$ cat config.mk
export PLATFORM = sky130hd
export DESIGN_NAME = weekly_relay_schedule_controller
export DESIGN_NICKNAME = d
export VERILOG_FILES = /design/src/wrsc_pkg.sv /design/src/weekly_relay_schedule_controller.sv /design/src/wrsc_ram.sv /design/src/wrsc_scan.sv
export SDC_FILE = /design/constraint.sdc
export NUM_CORES = 1
export LEC_CHECK = 0
export BUFFER_PORTS_ARGS = -buffer_cell sky130_fd_sc_hd__buf_2
export CORE_MARGIN = 2
export CORE_UTILIZATION = 58
export DETAILED_ROUTE_END_ITERATION = 12
export GPL_ROUTABILITY_DRIVEN = 0
export PLACE_DENSITY = 0.76
export SYNTH_ARGS = -nofsm -noshare
export SYNTH_HDL_FRONTEND = slang
export SYNTH_HIERARCHICAL = 1
export SYNTH_SLANG_ARGS = --single-unit
$ cat constraint.sdc
create_clock -name clk -period 8.3 [get_ports clk]
set_clock_uncertainty 0.15 [all_clocks]
set_input_delay 1.66 -clock clk [delete_from_list [all_inputs] [get_ports clk]]
set_output_delay 1.66 -clock clk [all_outputs]
set_load 0.02 [all_outputs]
$ cat src/wrsc_pkg.sv
// types, constants and helpers shared by the relay schedule controller
package wrsc_pkg;

	localparam int TABLE_DEPTH = 16;
	localparam int IDX_W = $clog2(TABLE_DEPTH);
	localparam int CNT_W = 5;
	localparam int ENTRY_W = 15;
	localparam logic [15:0] DURATION_RESET = 16'd1800;
	localparam logic [13:0] WEEK_MINUTES = 14'd10080;
	localparam logic [13:0] DAY_MINUTES = 14'd1440;

	typedef enum logic [3:0] {
		ACT_TICK   = 4'd0,
		ACT_ON     = 4'd1,
		ACT_OFF    = 4'd2,
		ACT_AUTO   = 4'd3,
		ACT_STATUS = 4'd4,
		ACT_CLEAR  = 4'd5,
		ACT_ADD    = 4'd6,
		ACT_DELETE = 4'd7,
		ACT_READ   = 4'd8
	} action_t;

	localparam logic [1:0] MODE_AUTO = 2'd0;
	localparam logic [1:0] MODE_FON  = 2'd1;
	localparam logic [1:0] MODE_FOFF = 2'd2;

	localparam logic [1:0] ST_OK    = 2'd0;
	localparam logic [1:0] ST_FULL  = 2'd1;
	localparam logic [1:0] ST_BAD   = 2'd2;
	localparam logic [1:0] ST_RANGE = 2'd3;

	typedef struct packed {
		logic [3:0]  action;
		logic        time_valid;
		logic [2:0]  now_day;
		logic [4:0]  now_hour;
		logic [5:0]  now_minute;
		logic [31:0] now_seconds;
		logic [3:0]  entry_day;
		logic [4:0]  entry_hour;
		logic [5:0]  entry_minute;
		logic        entry_switch_on;
		logic [3:0]  entry_index;
	} cmd_t;

	typedef struct packed {
		logic       relay_on;
		logic [1:0] mode;
		logic [4:0] entry_count;
		logic [1:0] status;
		logic [2:0] read_day;
		logic [4:0] read_hour;
		logic [5:0] read_minute;
		logic       read_switch_on;
	} result_t;

	typedef enum logic [2:0] {
		S_IDLE, S_APPLY, S_RESTORE, S_DEL, S_READ, S_DONE
	} state_t;

	// entry layout: day[14:12] hour[11:7] minute[6:1] on[0]
	function automatic logic [2:0] e_day(input logic [ENTRY_W-1:0] e);
		return e[14:12];
	endfunction
	function automatic logic [4:0] e_hour(input logic [ENTRY_W-1:0] e);
		return e[11:7];
	endfunction
	function automatic logic [5:0] e_min(input logic [ENTRY_W-1:0] e);
		return e[6:1];
	endfunction

	// hour * 60 + minute, inputs up to 31 and 63
	function automatic logic [13:0] minute_of_day(input logic [4:0] h, input logic [5:0] m);
		return 14'({h, 6'd0} - {h, 2'd0}) + 14'(m);
	endfunction

endpackage

$ cat src/weekly_relay_schedule_controller.sv
// top level of the weekly relay schedule controller
// Usage: drive cmd and pulse start while busy is low; the item is taken on
// that edge and busy rises. One result appears on result with done high for
// a single cycle; the receiver cannot hold it off and must take it then.
// cfg_we writes override_duration (reset 1800); the user must write it
// only while the block is idle, as the block itself does not enforce it.
// Status, force, auto, clear, add, a tick with no table walk, and a
// delete or read whose index is out of range go straight to done. Read
// does one memory read first. A tick that applies matches walks the
// table one entry a cycle. A restore reads each entry and then visits
// its days, one day for a weekday entry and seven for a daily one.
// Delete moves each later entry down by one, reading it in a read phase
// and writing it one slot lower in a write phase. The table lives in one
// single-port ram with a registered read. busy falls after the done
// cycle, and the next item can be taken once it is low.
// Reset clears the count, mode, relay and minute tracking; table contents
// are undefined but unused until written. One item at a time.
module weekly_relay_schedule_controller
	import wrsc_pkg::*;
(
	input  logic                     clk,
	input  logic                     arst_n,
	input  logic                     start,
	input  wrsc_pkg::cmd_t           cmd,
	output logic                     busy,
	output logic                     done,
	output wrsc_pkg::result_t        result,
	input  logic                     cfg_we,
	input  logic [15:0]              cfg_wdata
);
	state_t state_q, state_d;
	cmd_t cmd_q;
	logic [15:0] dur_q;
	logic [CNT_W-1:0] count_q;
	logic relay_q, known_q;
	logic [1:0] mode_q, status_q;
	logic [31:0] deadline_q;
	logic [13:0] last_q;
	logic [CNT_W-1:0] ptr_q;
	logic [2:0] dsel_q;
	logic rd_pend_q, phase_q;
	logic found_q, act_q;
	logic [16:0] best_q;
	logic [ENTRY_W-1:0] rd_ent_q;

	logic we;
	logic [IDX_W-1:0] addr;
	logic [ENTRY_W-1:0] wdata, rdata;
	logic match;
	logic [16:0] ago;
	logic [2:0] d1;
	logic [2:0] dstart;

	logic [31:0] since_dl;
	logic expired, kn_now, idx_ok, add_ok, go_restore, go_apply;
	logic [1:0] md_now, status_d;
	logic [13:0] mod_now;

	wrsc_ram #(.WIDTH(ENTRY_W), .DEPTH(TABLE_DEPTH)) u_ram (
		.clk(clk), .we(we), .addr(addr), .wdata(wdata), .rdata(rdata)
	);

	wrsc_scan u_scan (
		.entry(rdata), .now_day(cmd_q.now_day), .now_hour(cmd_q.now_hour),
		.now_minute(cmd_q.now_minute), .day_sel(dstart), .match(match), .ago(ago)
	);

	assign busy = (state_q != S_IDLE);
	// a daily entry visits days 0 to 6, a weekday entry only its own day
	assign d1 = (e_day(rdata) == 3'd7) ? 3'd6 : 3'd0;
	assign dstart = (e_day(rdata) == 3'd7) ? dsel_q : e_day(rdata);

	// decode of the item at the input
	always_comb begin
		since_dl = cmd.now_seconds - deadline_q;
		expired = (mode_q != MODE_AUTO) && !since_dl[31];
		md_now = expired ? MODE_AUTO : mode_q;
		kn_now = expired ? 1'b0 : known_q;
		mod_now = minute_of_day(cmd.now_hour, cmd.now_minute);
		go_restore = cmd.time_valid && !kn_now && md_now == MODE_AUTO && count_q != '0;
		go_apply = cmd.time_valid && kn_now && mod_now != last_q
			&& md_now == MODE_AUTO && count_q != '0;
		idx_ok = 5'(cmd.entry_index) < count_q;
		add_ok = 1'b0;
		status_d = ST_OK;
		case (cmd.action)
			ACT_ADD: begin
				if (32'(count_q) >= TABLE_DEPTH) status_d = ST_FULL;
				else if (cmd.entry_day > 4'd7 || cmd.entry_hour > 5'd23
					|| cmd.entry_minute > 6'd59) status_d = ST_BAD;
				else add_ok = 1'b1;
			end
			ACT_DELETE, ACT_READ: if (!idx_ok) status_d = ST_RANGE;
			ACT_TICK, ACT_ON, ACT_OFF, ACT_AUTO, ACT_STATUS, ACT_CLEAR: ;
			default: status_d = ST_BAD;
		endcase
	end

	// ram port control
	always_comb begin
		we = 1'b0;
		addr = ptr_q[IDX_W-1:0];
		wdata = rdata;
		if (state_q == S_IDLE && start && cmd.action == ACT_ADD) begin
			addr = count_q[IDX_W-1:0];
			wdata = {cmd.entry_day[2:0], cmd.entry_hour, cmd.entry_minute, cmd.entry_switch_on};
			we = add_ok;
		end else if (state_q == S_IDLE && start) begin
			addr = cmd.entry_index[IDX_W-1:0];
		end else if (state_q == S_DEL && phase_q) begin
			addr = IDX_W'(ptr_q - 5'd1);
			we = 1'b1;
		end
	end

	// next state
	always_comb begin
		state_d = state_q;
		case (state_q)
			S_IDLE: begin
				if (start) begin
					state_d = S_DONE;
					case (cmd.action)
						ACT_TICK: begin
							if (go_restore) state_d = S_RESTORE;
							else if (go_apply) state_d = S_APPLY;
						end
						ACT_DELETE: if (idx_ok) state_d = S_DEL;
						ACT_READ:   if (idx_ok) state_d = S_READ;
						default: ;
					endcase
				end
			end
			S_APPLY:   if (!rd_pend_q && ptr_q >= count_q) state_d = S_DONE;
			S_RESTORE: if (!rd_pend_q && ptr_q >= count_q) state_d = S_DONE;
			S_DEL:     if (!phase_q && ptr_q >= count_q) state_d = S_DONE;
			S_READ:    state_d = S_DONE;
			S_DONE:    state_d = S_IDLE;
			default:   state_d = S_IDLE;
		endcase
	end

	// outputs
	always_comb begin
		done = (state_q == S_DONE);
		result = '0;
		result.relay_on = relay_q;
		result.mode = mode_q;
		result.entry_count = count_q;
		result.status = status_q;
		if (cmd_q.action == ACT_READ && status_q == ST_OK) begin
			result.read_day = e_day(rd_ent_q);
			result.read_hour = e_hour(rd_ent_q);
			result.read_minute = e_min(rd_ent_q);
			result.read_switch_on = rd_ent_q[0];
		end
	end

	always_ff @(posedge clk or negedge arst_n) begin
		if (!arst_n) begin
			state_q <= S_IDLE;
			dur_q <= DURATION_RESET;
			count_q <= '0;
			relay_q <= 1'b0;
			mode_q <= MODE_AUTO;
			deadline_q <= '0;
			last_q <= '0;
			known_q <= 1'b0;
			status_q <= ST_OK;
			ptr_q <= '0;
			dsel_q <= '0;
			rd_pend_q <= 1'b0;
			phase_q <= 1'b0;
			found_q <= 1'b0;
			act_q <= 1'b0;
			best_q <= '0;
		end else begin
			if (cfg_we) dur_q <= cfg_wdata;
			state_q <= state_d;
			case (state_q)
				S_IDLE: begin
					if (start) begin
						status_q <= status_d;
						ptr_q <= (cmd.action == ACT_DELETE) ? 5'(cmd.entry_index) + 5'd1 : '0;
						rd_pend_q <= 1'b0;
						dsel_q <= '0;
						found_q <= 1'b0;
						phase_q <= 1'b0;
						case (cmd.action)
							ACT_TICK: begin
								if (expired) begin
									mode_q <= MODE_AUTO;
									deadline_q <= '0;
								end
								if (cmd.time_valid && !kn_now) known_q <= 1'b1;
								else if (expired) known_q <= 1'b0;
								if (cmd.time_valid) begin
									if (!kn_now) begin
										last_q <= mod_now;
										if (md_now == MODE_FON) relay_q <= 1'b1;
										else if (md_now == MODE_FOFF) relay_q <= 1'b0;
										else if (count_q == '0) relay_q <= 1'b0;
									end else if (mod_now != last_q) begin
										last_q <= mod_now;
									end
								end
							end
							ACT_ON, ACT_OFF: begin
								mode_q <= cmd.action[1:0];
								deadline_q <= cmd.now_seconds + 32'(dur_q);
								relay_q <= (cmd.action == ACT_ON);
							end
							ACT_AUTO: begin
								mode_q <= MODE_AUTO;
								deadline_q <= '0;
								known_q <= 1'b0;
							end
							ACT_CLEAR: count_q <= '0;
							ACT_ADD: if (add_ok) count_q <= count_q + 5'd1;
							default: ;
						endcase
					end
				end
				S_APPLY: begin
					// read issued at ptr, evaluated in the cycle after
					if (rd_pend_q && match) relay_q <= rdata[0];
					rd_pend_q <= (ptr_q < count_q);
					if (ptr_q < count_q) ptr_q <= ptr_q + 5'd1;
				end
				S_RESTORE: begin
					// ptr stays on an entry while its days are visited
					if (rd_pend_q) begin
						if (!found_q || ago < best_q) begin
							found_q <= 1'b1;
							best_q <= ago;
							act_q <= rdata[0];
						end
						if (dsel_q < d1) begin
							dsel_q <= dsel_q + 3'd1;
						end else begin
							ptr_q <= ptr_q + 5'd1;
							rd_pend_q <= 1'b0;
							dsel_q <= 3'd0;
						end
					end else if (ptr_q < count_q) begin
						rd_pend_q <= 1'b1;
						dsel_q <= 3'd0;
					end else begin
						relay_q <= act_q;
					end
				end
				S_DEL: begin
					// phase 0 reads ptr, phase 1 writes it to ptr-1
					if (!phase_q) begin
						if (ptr_q < count_q) phase_q <= 1'b1;
						else count_q <= count_q - 5'd1;
					end else begin
						phase_q <= 1'b0;
						ptr_q <= ptr_q + 5'd1;
					end
				end
				S_READ: ;
				S_DONE: ;
				default: ;
			endcase
		end
	end

	always_ff @(posedge clk) begin
		if (state_q == S_IDLE && start) cmd_q <= cmd;
		if (state_q == S_READ) rd_ent_q <= rdata;
	end
endmodule

$ cat src/wrsc_ram.sv
// generic single-port ram with registered read
module wrsc_ram #(
	parameter int WIDTH = 8,
	parameter int DEPTH = 16
) (
	input  logic                     clk,
	input  logic                     we,
	input  logic [$clog2(DEPTH)-1:0] addr,
	input  logic [WIDTH-1:0]         wdata,
	output logic [WIDTH-1:0]         rdata
);
	logic [WIDTH-1:0] mem [DEPTH];

	always_ff @(posedge clk) begin
		if (we) begin
			mem[addr] <= wdata;
		end
		rdata <= mem[addr];
	end
endmodule

$ cat src/wrsc_scan.sv
// per-entry restore distance and match test for one table entry
module wrsc_scan
	import wrsc_pkg::*;
(
	input  logic [ENTRY_W-1:0] entry,
	input  logic [2:0]         now_day,
	input  logic [4:0]         now_hour,
	input  logic [5:0]         now_minute,
	input  logic [2:0]         day_sel,
	output logic               match,
	output logic [16:0]        ago
);
	logic [16:0] cur, at;

	always_comb begin
		match = (e_hour(entry) == now_hour) && (e_min(entry) == now_minute)
			&& ((e_day(entry) == 3'd7) || (e_day(entry) == now_day));
		cur = 17'(now_day) * 17'(DAY_MINUTES) + 17'(minute_of_day(now_hour, now_minute));
		at  = 17'(day_sel) * 17'(DAY_MINUTES) + 17'(minute_of_day(e_hour(entry), e_min(entry)));
		if (cur >= at) begin
			ago = cur - at;
		end else begin
			ago = cur + 17'(WEEK_MINUTES) - at;
		end
	end
endmodule
Word level (Yosys, flattened, before mapping)
Memories as Yosys holds them, arrays and structs flattened. A register that Yosys moved wholly into a read port is not among the register bits. Cells that the tools add are included.

Memories: 1. Bits of input ports: 91. RAM bits: 240. Logic and storage cells: 231. Output and inout port bits: 27. Bits in registers: 138.

Memories: u_ram.mem (depth 16, bits a word 15, read ports 1, clocked after Yosys merged registers in 1, write ports 1, RTL line wrsc_ram.sv:12) `logic [WIDTH-1:0] mem [DEPTH];`.

Multiplexer cells: 77. Order comparisons: 10. Equal/unequal tests: 43. $mul: 2. Add/subtract/negate cells: 19. Reduce and logical (&&, ||, !) cells: 58.

Operators by type and width (number): $pmux W32 S3 (1); $mux W5 (10); $mux W3 (12); $sub A11 B7 Y12 (3); $sub A17 B17 Y17 (2); $add A32 B16 Y32 (1); $mux W32 (1); $sub A32 B32 Y32 (1); $add A14 B14 Y15 (2); $mux W15 (2); $add A14 B6 Y14 (2); $mux W14 (2); $mux W1 (27); $ne A2 B2 Y1 const B (12); $pmux W5 S2 (2); $pmux W5 S4 (1); $mul A3 B6 Y9 const B (2); $add A17 B14 Y17 const B (1); $ge A17 B17 Y1 (1); $logic_and A1 B1 Y1 (17); $lt A17 B17 Y1 (1); $mux W17 (1); $eq A4 B3 Y1 const B (4); $reduce_and A3 Y1 (5); other kinds (56) (96).

Depth between registers and ports, before layout
Depth in word-level cells: 13. Gate-level depth with buffers: 37. Mapped depth without buffers: 33.

Hierarchy
The synthesis kept the hierarchy.

By module, submodules not included: weekly_relay_schedule_controller (cells each 975, area an instance 9580.4 µm², times used 1); wrsc_ram (cells each 407, area an instance 9379.0 µm², times used 1); wrsc_scan (cells each 551, area an instance 4083.9 µm², times used 1).

Least setup slack after synthesis
OpenSTA, ideal clock, no wires.

Path type: register to register. Start point: register cmd_q[58] (netlist name). End point: register best_q[13]. Cell stages (with the launch flop): 32. Buffers on the path: 1. Required time: 8.024 ns. Arrival: 6.738 ns. Slack: 1.286 ns. Path through: edfxtp_1 inv_1 ha_1 ha_1 a21o_1 a21oi_1 nor2b_1 o21ai_0 xor2_1 ha_1 nor2b_1 o21ai_0 a21boi_0 o21ai_0 nor2b_1 xnor2_1 ha_1 ha_1 and4bb_2 or4_1 o211ai_1 nor3_1 a31o_1 ha_1 a21o_1 a21o_1 a21o_1 a21boi_0 nand2_1 clkbuf_1 a22o_1 a221o_1.

Longest elaborated chain between the ends: 9. Elaborated cells between the ends (all ways): 11. Those cells by class: add/sub (6); order compare (2); mux (1); reduce/logical (2).

RTL lines: from (decl) (RTL line weekly_relay_schedule_controller.sv:32) `cmd_t cmd_q;`; from (signal assigned) (RTL line weekly_relay_schedule_controller.sv:270) `if (state_q == S_IDLE && start) cmd_q <= cmd;`; $sub A11 B7 Y12 (*) (RTL line wrsc_pkg.sv:75) `return 14'({h, 6'd0} - {h, 2'd0}) + 14'(m);`; $add A14 B6 Y14 (*) (RTL line wrsc_pkg.sv:75); $add A14 B14 Y15 (*) (RTL line wrsc_scan.sv:18) `cur = 17'(now_day) * 17'(DAY_MINUTES) + 17'(minute_of_day(now_hour, now_minute));`; $add A17 B14 Y17 (RTL line wrsc_scan.sv:23) `ago = cur + 17'(WEEK_MINUTES) - at;`; $sub A17 B17 Y17 (RTL line wrsc_scan.sv:23); $mux W17 (*) (RTL line wrsc_scan.sv:20) `if (cur >= at) begin`; named net ago[13] (RTL line weekly_relay_schedule_controller.sv:50) `logic [16:0] ago;`; $lt A17 B17 Y1 (RTL line weekly_relay_schedule_controller.sv:233) `if (!found_q || ago < best_q) begin`; $logic_or A1 B1 Y1 (RTL line weekly_relay_schedule_controller.sv:233); $reduce_and A3 Y1 (no line); to (signal assigned) (RTL line weekly_relay_schedule_controller.sv:235) `best_q <= ago;`; to (decl) (RTL line weekly_relay_schedule_controller.sv:43) `logic [16:0] best_q;`.

The timed path passes the listed nets; every way through them passes the cells marked *. A chain may end at the register's enable or synchronous reset.

Worst setup path in the final report
Start point: register u_ram.rdata[7] (read register of u_ram.mem). End point: register best_q[13].

Longest elaborated chain between the ends: 8. Elaborated cells between the ends (all ways): 10. Those cells by class: add/sub (5); order compare (2); mux (1); reduce/logical (2).

RTL lines: from (decl) (RTL line wrsc_ram.sv:10) `output logic [WIDTH-1:0] rdata`; $sub A11 B7 Y12 (*) (RTL line wrsc_pkg.sv:75); $add A14 B6 Y14 (*) (RTL line wrsc_pkg.sv:75); $add A14 B14 Y15 (*) (RTL line wrsc_scan.sv:19) `at = 17'(day_sel) * 17'(DAY_MINUTES) + 17'(minute_of_day(e_hour(entry), e_min(entry)));`; $sub A17 B17 Y17, or another cell as far along (RTL line wrsc_scan.sv:23); $mux W17 (*) (RTL line wrsc_scan.sv:20); named net ago[2] (RTL line weekly_relay_schedule_controller.sv:50); $lt A17 B17 Y1 (*) (RTL line weekly_relay_schedule_controller.sv:233); $logic_or A1 B1 Y1 (*) (RTL line weekly_relay_schedule_controller.sv:233); $reduce_and A3 Y1 (no line) (*).

Marked as above.

==> results.yml <==
floorplan:
  initial_core_util: 0.584
  num_rows: 73
  ios: 118
  die_y_um: 203
  fp.dieW_um: 203
  dieArea_um2: 41300
  core_um2: 39500
logic_synthesis:
  synth_top_family_by_area: "compound AO/OA/AOI/OAI gates"
  syn_area_um2: 23000
  yosys.area_share.xor_xnor: 0.0549
  yosysTopAreaCellShare: 0.356
  ys_ff_latch: 392
  synth_compound_area_frac: 0.137
  ys_top_cells_by_area: "edfxtp_1 (36%), dfrtp_1 (11%), ha_1 (9.0%)"
  yosysUniqueCellTypes: 99
  seq_area_frac_synth: 0.482
  synth_fa_ha_area_frac: 0.104
  synth-simple-area-share: 0.0988
  synth_ff_type: "edfxtp_1"
  yosysTopAreaCell: "edfxtp_1"
  synth-async-reset-ratio: 0.265
  avgSynthCellArea_um2: 11.9
  syn_inst: 1933
  yosysWarnings: 6
  syn-num-nets: 2206
  synth_edf_count: 273
  synth_mux_area_frac: 0.0830
run_status:
  status: "complete, no violations"
setup_path:
  required_ps: 8610
  worstSetupPathDepth: 30
  regToRegSetupSlack_ps: 650
  cp_top_family: "compound AO/OA/AOI/OAI gates"
  worst-setup-path-type: "reg -> reg"
  arrival_ps: 7960
  startpoint_type: "flip-flop"
  cp_common_cell: "ha_1"
  worstSetupEndpoint: "best_q[13]"
  crit_path_max_fanout: 11
  cp_num_buf_inv: 3
  max_stage_delay_ps: 500
  critPathLaunch: "u_ram/rdata[7]"
  r2r.worst_path.cells: 30
  slowest_stage: "o211ai_1"
  timing.rr.end: "best_q[13]"
  end_kind: "flip-flop"
  rr_startpoint: "u_ram/rdata[7]"
sta:
  tns_ps: 0
  slew_viol_final: 0
  finalSetupViolations: 0
  rsz0062_at_grt: "no"
  finalWorstPathRequiredPeriod_ps: 7650
  fin_crit_sh: 0.922
  tightest_slew_ps: 1080
  hold_viol: 0
  clock.fmax_mhz: 131
  max-slew-margin-rel: 0.279
clock_network:
  cts_tree: "done"
  clock-sinks: 392
  clk_pin_slew_ps: 60
  clockBufferDepth: 3
  clk_latency_ps: 600
  htreeDepth: 2
  hold_buffers: 0
  cts_root_buf: "clkbuf_16"
  cts_inserted_buffers: 42
place:
  hpwl_um: 38600
  io_buffer_count: 117
hold_path:
  hold_path.class: "reg -> reg"
drt:
  vias: 16300
  dr.first_iter.drc_count: 1456
  drc: 0
  wl_um: 55900
  wl_per_cell_um: 21.3
  drt_first_pass_iters: 5
  ant_nets: 0
  vias_per_cell: 6.22
grt:
  grt_pass1_wl_um: 87000
  antenna_found_initial: 2
  grt_use_total: 0.269
  grt-ovfl-total: 0
  grt_pass1_vias: 16100
  grt_max_degree: 62
final_layout:
  fin_nets: 2330
  drive_gt1_frac: 0.174
  final_core_util: 0.652
  area_delta_synth_final_pct: 11.6
flow_run:
  max_cap_violations: 0
## per-layer routing
layer  GRT usage  up-vias  wire length [um]
li1            -     7481                 -
met1       0.356     8084             23100
met2       0.449      586             27100
met3      0.0436      125              3680
met4       0.104        2              2020
met5           0        -                13
## how the worst min path moves through the flow
stage	from	to	cells past startpoint	slack, ps
after floorplan	u_ram/rdata[11]	rd_ent_q[11]	0	280
final	deadline_q[1]	deadline_q[1]	1	340
after global routing	deadline_q[1]	deadline_q[1]	1	360
after global placement	deadline_q[9]	deadline_q[9]	1	330
after CTS	deadline_q[1]	deadline_q[1]	1	340
after detailed placement	deadline_q[1]	deadline_q[1]	1	320
## layout by cell type, fill, tap and decap left out, types with 12 or more instances in the layout
cell type and instances:
nor3_1 36, a21oi_1 98, nor4_1 13, edfxtp_1 273, a211oi_1 16, mux2_2 30
fa_1 17, buf_2 116, or2_2 13, a21boi_0 12, nand4_1 12, nor2b_1 24
nand3_1 34, xor2_1 51, clkbuf_16 42, o21a_1 19, ha_1 165, buf_4 30
dfxtp_1 15, nor2_1 92, dfrtp_1 100, a221o_1 21, nand2_1 104, xnor2_1 81
nand2b_1 20, inv_1 156, mux4_2 60, o21ai_0 67, a22oi_1 39, a22o_1 53
and2_1 27, a21o_1 29
## worst reg2reg max path: cells and delay by family, from the launching register on
kind | cells | cell delay, ps
adders and majority gates | 5 | 1640
AOI/OAI and AO/OA | 14 | 3420
and+or+nand+nor | 6 | 970
buffers and inverters | 3 | 570
DFF | 1 | 470
xor gates and xnor gates | 2 | 310
## synthesized netlist by cell type (all sizes together), types with 11 or more instances
| cell | n |
|---|---|
| a211oi | 17 |
| a21boi | 12 |
| a21o | 30 |
| a21oi | 101 |
| a221o | 21 |
| a22o | 53 |
| a22oi | 39 |
| and2 | 28 |
| buf | 25 |
| clkbuf | 42 |
| dfrtp | 100 |
| dfxtp | 15 |
| edfxtp | 273 |
| fa | 17 |
| ha | 165 |
| inv | 156 |
| mux2 | 38 |
| mux2i | 11 |
| mux4 | 60 |
| nand2 | 105 |
| nand2b | 20 |
| nand3 | 35 |
| nand4 | 12 |
| nor2 | 93 |
| nor2b | 26 |
| nor3 | 43 |
| nor4 | 13 |
| o21a | 19 |
| o21ai | 71 |
| or2 | 13 |
| or3 | 12 |
| xnor2 | 81 |
| xor2 | 52 |
## final cells by class
class / instances / area [um^2]
fill: 2962 / 13700
sequential: 392 / 11100
multi-input combinational: 1318 / 11100
clock buffer: 53 / 1120
timing repair buffer: 147 / 826
tap: 525 / 657
inverter: 156 / 586
clock inverter: 25 / 339
antenna: 1 / 2.50
## flip-flops by register name, indices dropped and copies added, names as in the netlist, 2 cells and up
signal       count
u_ram/mem      240
deadline_q      32
cmd_q           18
best_q          17
dur_q           16
rd_ent_q        15
u_ram/rdata     15
last_q          13
count_q          5
ptr_q            5
dsel_q           3
state_q          3
mode_q           2
status_q         2
## metrics by stage
step | area [um^2] | hold WS (ps) | worst slack [ps] | instances
floorplan | 23000 | 276 | 1290 | 1933
global placement | 24300 | 325 | 743 | 2538
detailed placement | 24300 | 324 | 462 | 2538
CTS | 25700 | 344 | 451 | 2616
global route | 25700 | 356 | 56.3 | 2617
finish | 25700 | 342 | 646 | 2617
## kinds of logic (layout without fill, tap and decap cells)
logic type / Yosys count / in the layout
mux: 109 / 109
xor+xnor: 137 / 137
compound gates: 449 / 449
fa+ha+maj: 182 / 182
simple gates: 441 / 441
other cells: 0 / 1
flops: 392 / 392
buf+inv: 223 / 381
## repair_timing
| action | in CTS | in global routing |
|---|---|---|
| buffers inserted | 0 | 0 |
| endpoints found under the setup margin | 0 | 18 |
| gates resized for setup | 0 | 4 |
Power is left out: the tool's default activity adds up to more than one toggle a clock period on the data nets, which glitch-free logic cannot reach.
